--- config.mk ---
export PLATFORM = sky130hd
export DESIGN_NAME = prl_ram
export DESIGN_NICKNAME = d
export VERILOG_FILES = /design/src/rtl/core/prl_ram.sv
export SDC_FILE = /design/constraint.sdc
export NUM_CORES = 1
export LEC_CHECK = 0
export BUFFER_PORTS_ARGS = -buffer_cell sky130_fd_sc_hd__buf_2
export CORE_MARGIN = 2
export CORE_UTILIZATION = 30
export DETAILED_ROUTE_END_ITERATION = 8
export PLACE_DENSITY = 0.46
export SLEW_MARGIN = 25
export SYNTH_ARGS = -nofsm -noshare
export SYNTH_HDL_FRONTEND = slang
export SYNTH_SLANG_ARGS = --single-unit
--- constraint.sdc ---
create_clock -name clock -period 2.65 [get_ports clock]
set_input_delay 0.3975 -clock clock [delete_from_list [all_inputs] [get_ports clock]]
set_output_delay 0.3975 -clock clock [all_outputs]
set_load 0.02 [all_outputs]
--- src/rtl/core/prl_ram.sv ---
// -----------------------------------------------------------------------------
// prl_ram
// Generic single-write, single-read RAM with a registered read port.
// -----------------------------------------------------------------------------
module prl_ram #(
   parameter int WIDTH = 8,
   parameter int DEPTH = 64
) (
   input  logic                     clock,
   input  logic                     wr_en,
   input  logic [$clog2(DEPTH)-1:0] wr_addr,
   input  logic [WIDTH-1:0]         wr_data,
   input  logic [$clog2(DEPTH)-1:0] rd_addr,
   output logic [WIDTH-1:0]         rd_data
);

   logic [WIDTH-1:0] mem [DEPTH];
   logic [WIDTH-1:0] rd_data_ff;

   // Write port
   always_ff @(posedge clock) begin
      if (wr_en) begin
         mem[wr_addr] <= wr_data;
      end
   end

   // Registered read port
   always_ff @(posedge clock) begin
      rd_data_ff <= mem[rd_addr];
   end

   assign rd_data = rd_data_ff;

endmodule

==> results of run 1 <==
==> layout make-up <==
class,instances,area [sq um]
timing repair buffer,161,1287
fill,6277,42770
multi-input combinational,369,4315
tap,873,1092
clock inverter,31,321.6
antenna,1,2.502
clock buffer,70,1475
sequential,520,15530
==> power by group <==
part           internal, W  switching, W  total, W
combinational     0.000381      0.000571  0.000952
sequential         0.00910     0.0000306   0.00913
clock              0.00459       0.00314   0.00773
total               0.0141       0.00374    0.0178
==> critical path, delay by kind of cell <==
family	cells	cell delay [ns]
buf+inv	2	0.56
mux	2	1.04
compound gates	1	0.22
simple gates	2	0.32
==> through the flow <==
step | hold slack, ns | power, W
CTS | 0.2293 | 0.01801
global placement | 0.8273 | 0.01027
floorplan | 0.4964 | 0.009796
global route | 0.2577 | 0.01838
detailed placement | 0.8192 | 0.01028
finish | 0.2637 | 0.01781
==> registers in the layout, summed over array words and instances (netlist names) <==
signal   cells
mem        512
rd_data      8
==> cells in the final DEF (no fill, tap or decap), drive strengths merged, types with 2 or more instances in the layout <==
cell and n:
nand3b 3, nor2b 14, nor4 2, a221oi 6, mux4 126, dfxtp 8
a21oi 3, nand3 13, nand2b 7, a211oi 4, a22oi 3, a2111oi 2
o221a 2, o41ai 2, o32ai 2, o221ai 8, bufinv 7, mux2i 23
o21ai 4, o22ai 8, clkbuf 71, o2111ai 3, clkinv 22, clkinvlp 2
nor2 83, nand4 2, buf 160, nor3 7, mux2 13, o21a 2
o2bb2ai 3, nand2 19, edfxtp 512
==> cell families after synthesis <==
family,after synthesis,share of synthesized area
AOI/OAI and AO/OA,54,0.02072
buffers and inverters,51,0.01570
DFF,520,0.7703
muxes,162,0.1594
and+or+nand+nor,153,0.03387
==> metal layers <==
layer,global-route usage,vias up,share of wire,routed length [um]
met4,0.03923,4,0.021,1068
li1,-,4274,-,-
met1,0.2139,5250,0.46,23260
met2,0.2336,247,0.47,23820
met5,0,-,0.00032,16
met3,0.02666,74,0.051,2592
==> final timing paths <==
check	slack (ns)	cells after the start	to
max	0.55	7	rd_data[0]$_DFF_P_
max reg2reg	0.62	5	rd_data[0]$_DFF_P_
min reg2reg	0.94	5	rd_data[1]$_DFF_P_
min	0.26	3	rd_data[1]$_DFF_P_
==> key figures, run 1 <==
Status
  • Status: finished, final reports clean

Run
  • Max Cap Viol: 0

Yosys
  • Yosys reg bits: 520
  • Commonest cells post-synth: edfxtp_1, mux4_2, nor2_1
  • Share of Yosys cell area claimed by the top area cell type: 0.7624
  • Post-synth cell types: 40
  • Mean post-synth cell area: 21.45 sq um
  • Synthesized Nets: 962
  • Sequential area share after synthesis: 0.7703
  • Ys async rst share: 0
  • Area leader, netlist: edfxtp_1
  • Largest cells by area after synthesis: edfxtp_1, mux4_2, nor2_1
  • Count leader, synth: edfxtp_1
  • EDFF count, synth: 512
  • Yosys warns: 0
  • Netlist Area Pre-Place: 20170 sq um
  • Dominant synthesized flop cell: edfxtp_1
  • Mapped Cells: 940

Placement
  • Port buffer count: 29
  • DP Worst Slack: -0.07102 ns
  • Placer Congestion: 0.7918
  • DP HPWL: 32940 um
  • Dpl cell area: 22230 sq um
  • Placed Cells: 1923

Clocking
  • Worst-Skew Late Latency: 0.60 ns
  • Resized cells post-CTS: 0
  • H-tree lvl count: 2
  • CTS tree: built
  • Clock Path Buffers: 3
  • Post-CTS Hold Fix Bufs: 0
  • Reg clk slew, reported paths: 0.06 ns
  • Post-CTS Setup Bufs: 0
  • CTS Buf Count: 55
  • Clk sinks: 520
  • Root Driver: clkbuf_16

STA
  • Setup TNS: 0 ns
  • Tmin final: 2.101 ns
  • Rel. slew slack: 0.4883
  • RSZ-0062 raised after global routing: false
  • Setup violations, final: 0
  • Fin. Hold Viols: 0
  • Worst-margin pin slew: 0.7676 ns
  • Max Slew Vio Count: 0
  • Final worst slack: 0.5493 ns
  • Final setup skew: 0.01176 ns
  • Achievable frequency: 476.0 MHz
  • Tcrit/Tclk final: 0.7927

Worst setup path
  • Most used cell along the critical path: mux4_2
  • Critical-path cell list: clkbuf_8, buf_4, mux4_2, mux4_2, nor2_1, nor3_1, o2bb2ai_1
  • CP startpoint: rd_addr[0]
  • Startpoint Class: input pin
  • Worst path slowest cell: mux4_2
  • Crit path kind: in -> reg
  • CP required: 3.10 ns
  • CP arrival: 2.55 ns
  • Critical path's largest stage delay: 0.53 ns
  • Worst Setup End Kind: flip-flop
  • RR Startpoint: mem[0][0]$_DFFE_PP_
  • Crit path max fanout: 21

Drt
  • Number of remaining DRC errors: 0
  • WL per Instance: 25.07 um
  • Starting DRC count in detailed routing: 816
  • Routed Antenna Nets: 0
  • Pre-antenna DRT Iters: 5
  • Via count: 9849
  • Vias per inst: 4.864
  • WL final: 50760 um

Final layout
  • P&R area growth vs syn: 19.15%
  • Layout net count: 1129
  • Share of layout cells above drive strength 1: 0.3267
  • Fin area: 24030 sq um
  • Final non-filler cell total: 2025
  • Final Util: 0.3597

Min path
  • Hold_sp: rd_addr[5]
  • Hold Path Class: in -> reg

Global route
  • Number of global-route vias before repair: 10.51k
  • Largest net degree at the start of global routing: 65
  • Gr ovfl total: 0
  • Total GRT Usage: 0.1488
  • Initial antenna violation count: 5
  • First-pass GRT wire length: 74820 um

Floorplan
  • Starting Density: 0.3019
  • Row count: 95
  • Die area: 69310 sq um
  • IO Pins: 30
  • Die height: 263.3 um
  • Die W: 263.3 um
  • Core ar.: 66800 sq um

Power
  • Pwr per Cell Area: 741.3 nW/um^2
  • Pleak: 7.674 nW
  • Maximum vdd drop: 0.0004275 V
Power figures use the tool's default switching activity.
==> run 2, diff against run 1 <==
Settings changed: ABC_AREA set to 1, PLACE_DENSITY 0.46 to 0.47.
Clock period 2.65 ns to 1.73 ns, I/O delays scaled along.
==> run 2 against run 1 <==
Sequential power is 53% higher. Core utilization down 0.28 points. Sequential cell count stayed put. Largest power group unchanged. First-iteration DRC count increased by 43%. Global-route usage grew 1.0 points. Sequential share of layout area decreased by 2.7 points. Clock power is 44% higher. Via count grew 41%. Setup slack got worse by 0.27 ns. Combinational power up 99%. Area after synthesis grew 5.8%. Register-to-register slack got worse by 0.34 ns.
==> key figures, run 2 <==
Status
  • Status: finished, final reports clean

Final layout
  • Commonest non-fill, non-tap cell in the layout: nand2_1
  • Final Util: 0.3569
  • Largest Register: mem
  • Layout net count: 1950
  • Commonest cells after routing, fill and taps aside: nand2_1, edfxtp_1, nand3_1
  • Share of layout cells above drive strength 1: 0.1251
  • Max reg flops: 512
  • Area of the multi-input gates: 4946 sq um
  • FILL cells: 6886
  • P&R area growth vs syn: 17.54%
  • Storage cell area: 15530 sq um

STA
  • Rel. slew slack: 0.6962
  • Achievable frequency: 687.5 MHz
  • Tcrit/Tclk final: 0.8407
  • Setup violations, final: 0
  • Tmin final: 1.454 ns
  • Max Slew Vio Count: 0
  • Final setup skew: 0.02432 ns
  • RSZ-0062 raised after global routing: false
  • Worst-margin pin slew: 0.4557 ns
  • Fin. Hold Viols: 0

Clocking
  • H-tree lvl count: 2
  • Worst-Skew Late Latency: 0.61 ns
  • CTS tree: built
  • Clk sinks: 520
  • CTS Buf Count: 55
  • Clock Path Buffers: 3
  • Reg clk slew, reported paths: 0.06 ns
  • Post-CTS Hold Fix Bufs: 0
  • Resized cells post-CTS: 0
  • Post-CTS Setup Bufs: 0
  • Root Driver: clkbuf_16

Yosys
  • Ys async rst share: 0
  • Dominant synthesized flop cell: edfxtp_1
  • Synthesized Nets: 1827
  • Yosys warns: 0
  • Sequential area share after synthesis: 0.7280
  • Area leader, netlist: edfxtp_1
  • Commonest cells post-synth: nand2_1, edfxtp_1, nand3_1
  • Netlist Area Pre-Place: 21340 sq um
  • Share of Yosys cell area claimed by the top area cell type: 0.7205
  • Count leader, synth: nand2_1
  • EDFF count, synth: 512
  • Yosys reg bits: 520
  • Mapped Cells: 1805
  • Post-synth cell types: 16
  • Mean post-synth cell area: 11.82 sq um
  • Largest cells by area after synthesis: edfxtp_1, nand2_1, nand3_1

Worst setup path
  • Worst Setup End Kind: flip-flop
  • Startpoint Class: flip-flop
  • Critical-path cell list: nand2_1, nand3_1, nand3_1, nand2_1, nand2_1, nand3_1, nand3_1, nand2_1
  • R2R depth: 8
  • CP required: 2.21 ns
  • Worst path slowest cell: edfxtp_1
  • Critical path's largest stage delay: 0.37 ns
  • CP arrival: 1.93 ns
  • Crit path max fanout: 1
  • Crit path kind: reg -> reg

Placement
  • Port buffer count: 29
  • Placer Congestion: 0.8133
  • DP HPWL: 35470 um

Power
  • Total chip power: 0.02700 W
  • Pwr per Cell Area: 1077 nW/um^2
  • Pleak: 9.085 nW
  • Maximum vdd drop: 0.0006795 V

Floorplan
  • Die W: 270.7 um
  • Row count: 97
  • Starting Density: 0.3037
  • Die height: 270.7 um
  • Core ar.: 70270 sq um
  • IO Pins: 30
  • Die area: 73280 sq um

Drt
  • Pre-antenna DRT Iters: 5
  • WL per Instance: 20.16 um
  • Routed Antenna Nets: 0
  • Number of remaining DRC errors: 0
  • WL final: 58650 um
  • Via count: 13.93k
  • Vias per inst: 4.789
  • Starting DRC count in detailed routing: 1170

Global route
  • GRT Max-Usage Layer: met2
  • Largest net degree at the start of global routing: 65
  • Initial antenna violation count: 2
  • Met2 Track Usage GR: 0.2577
  • Total GRT Usage: 0.1590
  • GR Util met1: 0.2223
  • Grt met3 use: 0.02565
  • Gr ovfl total: 0
  • Number of global-route vias before repair: 13.83k
  • First-pass GRT wire length: 88340 um

Run
  • Max Cap Viol: 0

Min path
  • WHS Path Cells: 3
  • Hold Path Class: in -> reg
==> run 2: cell type report <==
cell class / instances / share of cell area
Inverter: 12 / 0.002195
Clock inverter: 18 / 0.006036
Clock buffer: 78 / 0.06001
Multi-Input combinational cell: 1160 / 0.1972
Tap cell: 940 / 0.04689
Timing Repair Buffer: 179 / 0.06809
Antenna cell: 2 / 0.0001995
Sequential cell: 520 / 0.6194
==> run 2: cells by family after synthesis <==
kind of cell | count (synthesis) | share of synthesized area
buffers and inverters | 125 | 0.04022
flip-flops | 520 | 0.7280
AND/OR/NAND/NOR | 1160 | 0.2318
==> run 2: final timing paths <==
| check | start | slack, ns | end |
|---|---|---|---|
| min | rd_addr[5] | 0.09 | rd_data[4]$_DFF_P_ |
| max reg2reg | mem[22][4]$_DFFE_PP_ | 0.28 | rd_data[4]$_DFF_P_ |
| max | mem[22][4]$_DFFE_PP_ | 0.28 | rd_data[4]$_DFF_P_ |
| min reg2reg | mem[46][4]$_DFFE_PP_ | 0.80 | rd_data[4]$_DFF_P_ |
==> run 2: per-layer routing <==
layer	share of wire	wire (um)
met3	0.057	3354
met1	0.46	26760
met5	0.00044	26
met2	0.47	27320
met4	0.020	1182
==> run 2: power by group <==
part           switching (W)  leakage, nW  total (W)  internal [W]
clock                0.00471        0.803     0.0111       0.00643
sequential         0.0000347         4.67     0.0140        0.0139
combinational        0.00132         3.61    0.00189      0.000569
total                0.00606         9.08     0.0270        0.0209
==> run 2: metrics by stage <==
stage          instances  area, sq um  hold slack, ns  setup WS [ns]  setup TNS (ns)
2_1_floorplan       1805        21340          0.3584        -0.2956          -18.92
3_3_place_gp        2811        23420          0.6840        -0.2457          -1.616
3_5_place_dp        2811        23420          0.6821        -0.2272          -1.515
4_1_cts             2907        25080         0.04769         0.2555               0
5_1_grt             2907        25080         0.09025         0.1461               0
6_report            2909        25080         0.09128         0.2755               0
==> run 2: critical path: cells and delay by family (launching register included) <==
kind | cells | cell delay (ns)
flops | 1 | 0.37
simple gates | 8 | 0.96
