<file path="config.mk">
export PLATFORM = sky130hd
export DESIGN_NAME = prl_ctrl
export DESIGN_NICKNAME = d
export VERILOG_FILES = /design/src/rtl/core/prl_pkg.sv /design/src/rtl/core/prl_ctrl.sv
export SDC_FILE = /design/constraint.sdc
export NUM_CORES = 1
export LEC_CHECK = 0
export ABC_AREA = 1
export ABC_CLOCK_PERIOD_IN_PS = 24600
export BUFFER_PORTS_ARGS = -buffer_cell sky130_fd_sc_hd__buf_2
export CAP_MARGIN = 10
export CORE_AREA = 2 2 319 321
export DETAILED_ROUTE_END_ITERATION = 12
export DIE_AREA = 0 0 321 323
export PLACE_DENSITY = 0.68
export REMOVE_ABC_BUFFERS = 1
export SYNTH_ARGS = -nofsm -noshare
export SYNTH_HDL_FRONTEND = slang
export SYNTH_SLANG_ARGS = --single-unit
export TNS_END_PERCENT = 100
</file>
<file path="constraint.sdc">
create_clock -name clock -period 24.6 [get_ports clock]
set_input_delay 4.92 -clock clock [delete_from_list [all_inputs] [get_ports clock]]
set_output_delay 4.92 -clock clock [all_outputs]
set_load 0.03 [all_outputs]
</file>
<file path="src/rtl/core/prl_pkg.sv">
// -----------------------------------------------------------------------------
// prl_pkg
// Shared types, operation and status codes for the positional record list.
// -----------------------------------------------------------------------------
package prl_pkg;

   // Default list depth
   localparam int CAPACITY_DEF = 64;

   // Operation codes
   localparam logic [2:0] OP_INSERT  = 3'd0;
   localparam logic [2:0] OP_DELETE  = 3'd1;
   localparam logic [2:0] OP_READ    = 3'd2;
   localparam logic [2:0] OP_FIND    = 3'd3;
   localparam logic [2:0] OP_REPLACE = 3'd4;
   localparam logic [2:0] OP_SORT    = 3'd5;

   // Status codes
   localparam logic [1:0] STATUS_OK        = 2'd0;
   localparam logic [1:0] STATUS_BAD       = 2'd1;
   localparam logic [1:0] STATUS_NOT_FOUND = 2'd2;

   // Name returned by a failed read
   localparam logic [63:0] NA_NAME = 64'h0000_0000_0000_414E;
   localparam logic signed [31:0] BAD_ID = -32'sd1;

   // One stored record
   typedef struct packed {
      logic signed [31:0] card_id;
      logic [63:0]        name_a;
      logic [63:0]        name_b;
      logic [31:0]        name_c;
   } rec_type;

   // Request transaction
   typedef struct packed {
      logic [2:0]         op;
      logic [6:0]         pos;
      logic signed [31:0] card_id;
      logic [63:0]        name_bytes_a;
      logic [63:0]        name_bytes_b;
      logic [31:0]        name_bytes_c;
   } req_type;

   // Response transaction
   typedef struct packed {
      logic [1:0]         status;
      logic [5:0]         found_index;
      logic signed [31:0] read_id;
      logic [63:0]        read_name_a;
      logic [63:0]        read_name_b;
      logic [31:0]        read_name_c;
      logic [6:0]         entry_count;
      logic               list_full;
   } rsp_type;

endpackage

</file>
<file path="src/rtl/core/prl_ctrl.sv">
// -----------------------------------------------------------------------------
// prl_ctrl
// Sequencer: runs each operation as reads and writes on the record RAM and
// holds the entry count and the response register.
// -----------------------------------------------------------------------------
module prl_ctrl #(
   parameter int CAPACITY = prl_pkg::CAPACITY_DEF,
   localparam int AW = $clog2(CAPACITY)
) (
   input  logic              clock,
   input  logic              reset,
   input  logic              req_valid,
   output logic              req_stall,
   input  prl_pkg::req_type  req_data,
   output logic              rsp_valid,
   input  logic              rsp_stall,
   output prl_pkg::rsp_type  rsp_data,
   output logic              mem_wr_en,
   output logic [AW-1:0]     mem_wr_addr,
   output prl_pkg::rec_type  mem_wr_data,
   output logic [AW-1:0]     mem_rd_addr,
   input  prl_pkg::rec_type  mem_rd_data
);

   localparam int CW = $clog2(CAPACITY + 1);
   localparam int XW = (CW + 1 > 7) ? CW + 1 : 7;

   typedef enum logic [12:0] {
      ST_IDLE      = 13'b0000000000001,
      ST_MOVE_RD   = 13'b0000000000010,
      ST_MOVE_WR   = 13'b0000000000100,
      ST_PUT       = 13'b0000000001000,
      ST_READ_WAIT = 13'b0000000010000,
      ST_FIND_RD   = 13'b0000000100000,
      ST_FIND_CMP  = 13'b0000001000000,
      ST_SCAN_RD   = 13'b0000010000000,
      ST_SCAN_CMP  = 13'b0000100000000,
      ST_SWAP_RDI  = 13'b0001000000000,
      ST_SWAP_RDB  = 13'b0010000000000,
      ST_SWAP_WRI  = 13'b0100000000000,
      ST_SWAP_WRB  = 13'b1000000000000
   } state_type;

   localparam state_type ST_RESP_LOAD = ST_IDLE;

   state_type          state_ff, state_in;
   logic               resp_pend_ff, resp_pend_in;
   prl_pkg::req_type   req_ff, req_in;
   logic [AW-1:0]      idx_ff, idx_in;
   logic [AW-1:0]      jdx_ff, jdx_in;
   logic [AW-1:0]      best_ff, best_in;
   logic signed [31:0] best_id_ff, best_id_in;
   prl_pkg::rec_type   tmp_ff, tmp_in;
   logic [CW-1:0]      count_ff, count_in;
   prl_pkg::rsp_type   res_ff, res_in;
   logic               rsp_valid_ff, rsp_valid_in;
   prl_pkg::rsp_type   rsp_ff, rsp_in;

   logic [XW-1:0]      in_pos_x;
   logic [XW-1:0]      held_pos_x;
   logic [XW-1:0]      count_x;
   logic [XW-1:0]      idx_x;
   logic [AW-1:0]      in_pos_a;
   logic [AW-1:0]      held_pos_a;
   logic               key_match;
   logic               out_free;

   assign in_pos_x   = XW'(req_data.pos);
   assign held_pos_x = XW'(req_ff.pos);
   assign count_x    = XW'(count_ff);
   assign idx_x      = XW'(idx_ff);
   assign in_pos_a   = AW'(in_pos_x);
   assign held_pos_a = AW'(held_pos_x);
   assign out_free   = !rsp_valid_ff || !rsp_stall;

   // Whole-record compare for find
   assign key_match = (mem_rd_data.card_id == req_ff.card_id) &&
                      (mem_rd_data.name_a == req_ff.name_bytes_a) &&
                      (mem_rd_data.name_b == req_ff.name_bytes_b) &&
                      (mem_rd_data.name_c == req_ff.name_bytes_c);

   // Sequencer
   always_comb begin
      state_in     = state_ff;
      resp_pend_in = resp_pend_ff;
      req_in       = req_ff;
      idx_in       = idx_ff;
      jdx_in       = jdx_ff;
      best_in      = best_ff;
      best_id_in   = best_id_ff;
      tmp_in       = tmp_ff;
      count_in     = count_ff;
      res_in       = res_ff;
      mem_wr_en    = 1'b0;
      mem_wr_addr  = idx_ff;
      mem_wr_data  = mem_rd_data;
      mem_rd_addr  = idx_ff;

      case (state_ff)
         ST_IDLE: begin
            mem_rd_addr = in_pos_a;
            if (!resp_pend_ff && req_valid) begin
               req_in = req_data;
               res_in = '0;
               resp_pend_in = 1'b1;
               case (req_data.op)
                  prl_pkg::OP_INSERT: begin
                     if (count_x >= XW'(CAPACITY) || in_pos_x > count_x) begin
                        res_in.status = prl_pkg::STATUS_BAD;
                     end else begin
                        resp_pend_in = 1'b0;
                        idx_in = AW'(count_ff);
                        state_in = (in_pos_x == count_x) ? ST_PUT : ST_MOVE_RD;
                     end
                  end
                  prl_pkg::OP_DELETE: begin
                     if (in_pos_x >= count_x) begin
                        res_in.status = prl_pkg::STATUS_BAD;
                     end else if (in_pos_x + XW'(1) == count_x) begin
                        count_in = count_ff - CW'(1);
                     end else begin
                        resp_pend_in = 1'b0;
                        idx_in = in_pos_a;
                        state_in = ST_MOVE_RD;
                     end
                  end
                  prl_pkg::OP_READ: begin
                     if (in_pos_x >= count_x) begin
                        res_in.status = prl_pkg::STATUS_BAD;
                        res_in.read_id = prl_pkg::BAD_ID;
                        res_in.read_name_a = prl_pkg::NA_NAME;
                     end else begin
                        resp_pend_in = 1'b0;
                        state_in = ST_READ_WAIT;
                     end
                  end
                  prl_pkg::OP_FIND: begin
                     if (count_ff == '0) begin
                        res_in.status = prl_pkg::STATUS_NOT_FOUND;
                     end else begin
                        resp_pend_in = 1'b0;
                        idx_in = '0;
                        state_in = ST_FIND_RD;
                     end
                  end
                  prl_pkg::OP_REPLACE: begin
                     if (in_pos_x >= count_x) begin
                        res_in.status = prl_pkg::STATUS_BAD;
                     end else begin
                        resp_pend_in = 1'b0;
                        state_in = ST_PUT;
                     end
                  end
                  prl_pkg::OP_SORT: begin
                     if (count_ff != '0) begin
                        resp_pend_in = 1'b0;
                        idx_in = '0;
                        jdx_in = '0;
                        state_in = ST_SCAN_RD;
                     end
                  end
                  default: begin
                     res_in.status = prl_pkg::STATUS_BAD;
                  end
               endcase
            end else if (resp_pend_ff && out_free) begin
               resp_pend_in = 1'b0;
            end
         end

         // Shift one entry: up for insert, down for delete
         ST_MOVE_RD: begin
            mem_rd_addr = (req_ff.op == prl_pkg::OP_INSERT) ? idx_ff - AW'(1)
                                                            : idx_ff + AW'(1);
            state_in = ST_MOVE_WR;
         end
         ST_MOVE_WR: begin
            mem_wr_en = 1'b1;
            if (req_ff.op == prl_pkg::OP_INSERT) begin
               idx_in = idx_ff - AW'(1);
               state_in = (idx_x - XW'(1) == held_pos_x) ? ST_PUT : ST_MOVE_RD;
            end else if (idx_x + XW'(2) < count_x) begin
               idx_in = idx_ff + AW'(1);
               state_in = ST_MOVE_RD;
            end else begin
               count_in = count_ff - CW'(1);
               resp_pend_in = 1'b1;
               state_in = ST_IDLE;
            end
         end

         // Write the new record at the requested position
         ST_PUT: begin
            mem_wr_en   = 1'b1;
            mem_wr_addr = held_pos_a;
            mem_wr_data = '{req_ff.card_id, req_ff.name_bytes_a,
                            req_ff.name_bytes_b, req_ff.name_bytes_c};
            if (req_ff.op == prl_pkg::OP_INSERT) begin
               count_in = count_ff + CW'(1);
            end
            resp_pend_in = 1'b1;
            state_in = ST_IDLE;
         end

         ST_READ_WAIT: begin
            res_in.read_id     = mem_rd_data.card_id;
            res_in.read_name_a = mem_rd_data.name_a;
            res_in.read_name_b = mem_rd_data.name_b;
            res_in.read_name_c = mem_rd_data.name_c;
            resp_pend_in = 1'b1;
            state_in = ST_IDLE;
         end

         // Linear search from the head
         ST_FIND_RD: begin
            state_in = ST_FIND_CMP;
         end
         ST_FIND_CMP: begin
            if (key_match) begin
               res_in.found_index = 6'(idx_ff);
               resp_pend_in = 1'b1;
               state_in = ST_IDLE;
            end else if (idx_x + XW'(1) == count_x) begin
               res_in.status = prl_pkg::STATUS_NOT_FOUND;
               resp_pend_in = 1'b1;
               state_in = ST_IDLE;
            end else begin
               idx_in = idx_ff + AW'(1);
               state_in = ST_FIND_RD;
            end
         end

         // Selection sort: scan for the first minimum, then swap
         ST_SCAN_RD: begin
            mem_rd_addr = jdx_ff;
            state_in = ST_SCAN_CMP;
         end
         ST_SCAN_CMP: begin
            if (jdx_ff == idx_ff || best_id_ff > mem_rd_data.card_id) begin
               best_in = jdx_ff;
               best_id_in = mem_rd_data.card_id;
            end
            if (XW'(jdx_ff) + XW'(1) == count_x) begin
               state_in = ST_SWAP_RDI;
            end else begin
               jdx_in = jdx_ff + AW'(1);
               state_in = ST_SCAN_RD;
            end
         end
         ST_SWAP_RDI: begin
            state_in = ST_SWAP_RDB;
         end
         ST_SWAP_RDB: begin
            tmp_in = mem_rd_data;
            mem_rd_addr = best_ff;
            state_in = ST_SWAP_WRI;
         end
         ST_SWAP_WRI: begin
            mem_wr_en = 1'b1;
            state_in = ST_SWAP_WRB;
         end
         ST_SWAP_WRB: begin
            mem_wr_en   = 1'b1;
            mem_wr_addr = best_ff;
            mem_wr_data = tmp_ff;
            if (idx_x + XW'(1) == count_x) begin
               resp_pend_in = 1'b1;
               state_in = ST_IDLE;
            end else begin
               idx_in = idx_ff + AW'(1);
               jdx_in = idx_ff + AW'(1);
               state_in = ST_SCAN_RD;
            end
         end

         default: begin
            state_in = ST_RESP_LOAD;
         end
      endcase
   end

   // Response register: load a finished result once the slot is free
   always_comb begin
      rsp_in       = rsp_ff;
      rsp_valid_in = rsp_valid_ff && rsp_stall;
      if (state_ff == ST_IDLE && resp_pend_ff && out_free) begin
         rsp_in             = res_ff;
         rsp_in.entry_count = 7'(count_ff);
         rsp_in.list_full   = (XW'(count_ff) == XW'(CAPACITY));
         rsp_valid_in       = 1'b1;
      end
   end

   assign req_stall = (state_ff != ST_IDLE) || resp_pend_ff;
   assign rsp_valid = rsp_valid_ff;
   assign rsp_data  = rsp_ff;

   // Control state
   always_ff @(posedge clock) begin
      if (reset) begin
         state_ff     <= ST_IDLE;
         resp_pend_ff <= 1'b0;
         count_ff     <= '0;
         rsp_valid_ff <= 1'b0;
      end else begin
         state_ff     <= state_in;
         resp_pend_ff <= resp_pend_in;
         count_ff     <= count_in;
         rsp_valid_ff <= rsp_valid_in;
      end
   end

   // Payload and working registers
   always_ff @(posedge clock) begin
      req_ff     <= req_in;
      idx_ff     <= idx_in;
      jdx_ff     <= jdx_in;
      best_ff    <= best_in;
      best_id_ff <= best_id_in;
      tmp_ff     <= tmp_in;
      res_ff     <= res_in;
      rsp_ff     <= rsp_in;
   end

endmodule

</file>
==> impl_metrics.toml <==
[pwr]
design_power_total_w = 0.005025
vdd_ir_drop_max_uv = 74.43
p_sw_frac = 0.3549
intPower_w = 0.003241
share_seq_of_total_power = 0.448
p_comb_frac = 0.262
power_density_nw_per_um2 = 108.6
clkPwrFrac = 0.290
power.switching_w = 0.001783
p_leak_nw = 18.47

[global_routing]
gr-usage-all-layers = 0.2507
grt.overflow.total = 0
grt_max_degree = 79
antenna_found_initial = 34
gr-usage-met1 = 0.3211
grt_pass1_wl_um = 187600
use_met2 = 0.4087
grt_pass1_vias = 26760
busiest_layer = "met2"
gr-usage-met3 = 0.04896

[worst_setup_path]
crit_path_start_kind = "primary input"
cpPeakStageDelay_ns = 0.49
crit_slowest_cell = "o211ai_1"
critPathTopFamily = "compound AO/OA/AOI/OAI gates"
crit_buf_inv = 3
critPathRequiredTime_ns = 19.68
crit_type = "in2out"
crit_top_cell = "buf_2"
critPathMaxFanout = 3
crit_path_end_kind = "output port"
crit_chain = "buf_2 -> inv_1 -> o211ai_1 -> buf_2"
cp.arrival_ns = 5.88

[cells_and_area]
mostFrequentLayoutCell = "edfxtp_1"
regArea_um2 = 26030
fin_util = 0.4594
area_growth_syn_to_layout_pct = 23.41
multiInputGateArea_um2 = 9592
final_net_count = 4431
fill_cells = 9249
layout_common_cells = "852 x edfxtp_1, 812 x buf_2, 798 x nand2_1"
final_layout_size_suffix_gt1_frac = 0.2623
stdcell_area_um2 = 46260

[min_path]
min_path_type = "reg2reg"

[clock_network]
clkTransAtPathRegs_ns = 0.06
cts_tree = "done"
post_cts_buffers = 0
root_buffer = "clkbuf_16"
cts_resized = 0
cts_buffers = 95
htree_num_levels = 3
ctsHoldBuffers = 0
clk_latency_ns = 0.70
cts_sinks = 874
clockBufferDepth = 3

[timing]
rsz0062_at_grt = "no"
post-route-period-util = 0.4392
setup_tns_ns = 0
hold_viol_final = 0
layout_setup_ws_ns = 13.80
drv_slew = 0
fin_crit_ns = 10.80
fmax_mhz = 92.56
worstMarginPinSlew_ns = 1.187
setup_viol = 0
fin_worst_skew_ns = 0.05233
maxSlewHeadroom = 0.2065

[die]
die_w_um = 321
core_um2 = 100700
initial_utilization = 0.3722
die_y_um = 323
placementRows = 117
die_area_um2 = 103700
ios = 813

[routing]
final_antenna_net_count = 0
first_pass_iters = 6
wire_per_inst_um = 25.09
first_iter_violations = 2709
vias = 27910
drc = 0
drt_wl_total_um = 135200
avgViaCountPerCell = 5.179

[placed_design]
dp_hpwl_um = 96320
place_area_um2 = 43010
io_buffers = 812
globalplace.congestion = 0.9902
place_worst_setup_slack_ns = 13.83

[synth]
syn_inst = 3133
synth.distinct_cells = 54
ys_seq_area_frac = 0.6942
ys_async_sr_fraction = 0
synth_ff_type = "edfxtp_1"
synth_area_per_cell_um2 = 11.97
synth_edf_count = 852
yosysWarningCount = 0
synth_area_um2 = 37490
synth-seq-cells = 874

[run_status]
status = "completed"

[run]
cap_viol_max_count = 0
-- cell usage after synthesis, types with 6 or more instances --
| cell type | count | area share |
|---|---|---|
| nor2_4 | 6 | 0.0018 |
| xor2_1 | 23 | 0.0054 |
| buf_4 | 8 | 0.0016 |
| o21ai_0 | 64 | 0.0085 |
| o221ai_1 | 93 | 0.022 |
| xnor2_1 | 101 | 0.024 |
| nor3_1 | 23 | 0.0031 |
| dfxtp_1 | 22 | 0.012 |
| o22ai_1 | 21 | 0.0035 |
| nand3_1 | 54 | 0.0072 |
| buf_2 | 64 | 0.0085 |
| o21ai_1 | 15 | 0.0020 |
| inv_1 | 366 | 0.037 |
| nand4_1 | 25 | 0.0042 |
| o211ai_1 | 104 | 0.021 |
| nor2_1 | 274 | 0.027 |
| o221ai_2 | 10 | 0.0040 |
| inv_2 | 14 | 0.0014 |
| clkbuf_1 | 17 | 0.0017 |
| nand2_2 | 6 | 0.0010 |
| ha_1 | 57 | 0.019 |
| nor2_2 | 8 | 0.0013 |
| nand2_1 | 800 | 0.080 |
| nand3_2 | 7 | 0.0019 |
| edfxtp_1 | 852 | 0.68 |
| a21oi_1 | 43 | 0.0057 |
-- kinds of logic after synthesis --
kind of cell / share of synthesized area
AOI/OAI and AO/OA: 0.07039
xor gates and xnor gates: 0.02940
and+or+nand+nor: 0.1347
adders and majority gates: 0.01956
DFF: 0.6942
buffers and inverters: 0.05173
-- power by group through the flow --
| stage | Combinational [W] | Sequential [W] | Clock, W |
|---|---|---|---|
| after global placement | 0.00131 | 0.00226 | 0 |
| after CTS | 0.00132 | 0.00225 | 0.00148 |
| after floorplan | 0.000655 | 0.00246 | 0 |
| after detailed placement | 0.00131 | 0.00227 | 0 |
| after global routing | 0.00141 | 0.00227 | 0.00153 |
| final | 0.00132 | 0.00225 | 0.00146 |
-- final timing paths --
| path | start | depth (start not counted) | slack [ns] | end |
|---|---|---|---|---|
| max | mem_rd_data[51] | 4 | 13.80 | mem_wr_data[51] |
| min | res_ff[196] | 0 | 0.40 | rsp_data[196] |
| max reg2reg | best_id_ff[29] | 9 | 20.18 | best_id_ff[16] |
| min reg2reg | res_ff[196] | 0 | 0.40 | rsp_data[196] |
-- routing by layer --
layer | share of wire | vias to the layer above | wire (µm)
met5 | 0.00066 | - | 89
met4 | 0.049 | 14 | 6626
met3 | 0.077 | 294 | 10470
met2 | 0.47 | 1404 | 63750
met1 | 0.40 | 13620 | 54290
li1 | - | 12580 | -
-- sequential cells by signal, indices dropped and copies added, names as in the netlist --
signal,count
rsp_data,208
res_ff,200
req_ff,195
tmp_ff,192
best_id_ff,32
state_ff,13
count_ff,7
best_ff,6
held_pos_a,6
idx_ff,6
jdx_ff,6
held_pos_x,1
resp_pend_ff,1
rsp_valid,1
-- area by class of cell --
cell class	instances	area share
clock buffer	114	0.05339
timing repair buffer	842	0.09271
tap	1309	0.03540
multi-input combinational	1778	0.2073
sequential	874	0.5625
clock inverter	61	0.01550
inverter	384	0.03170
antenna	27	0.001460
-- stage by stage --
stage | instances | hold slack, ns
after floorplan | 3036 | 0.4003
after global placement | 5187 | 0.4000
after detailed placement | 5187 | 0.4045
after CTS | 5362 | 0.3940
after global routing | 5380 | 0.4138
final | 5389 | 0.3987
Power figures use the tool's default switching activity.
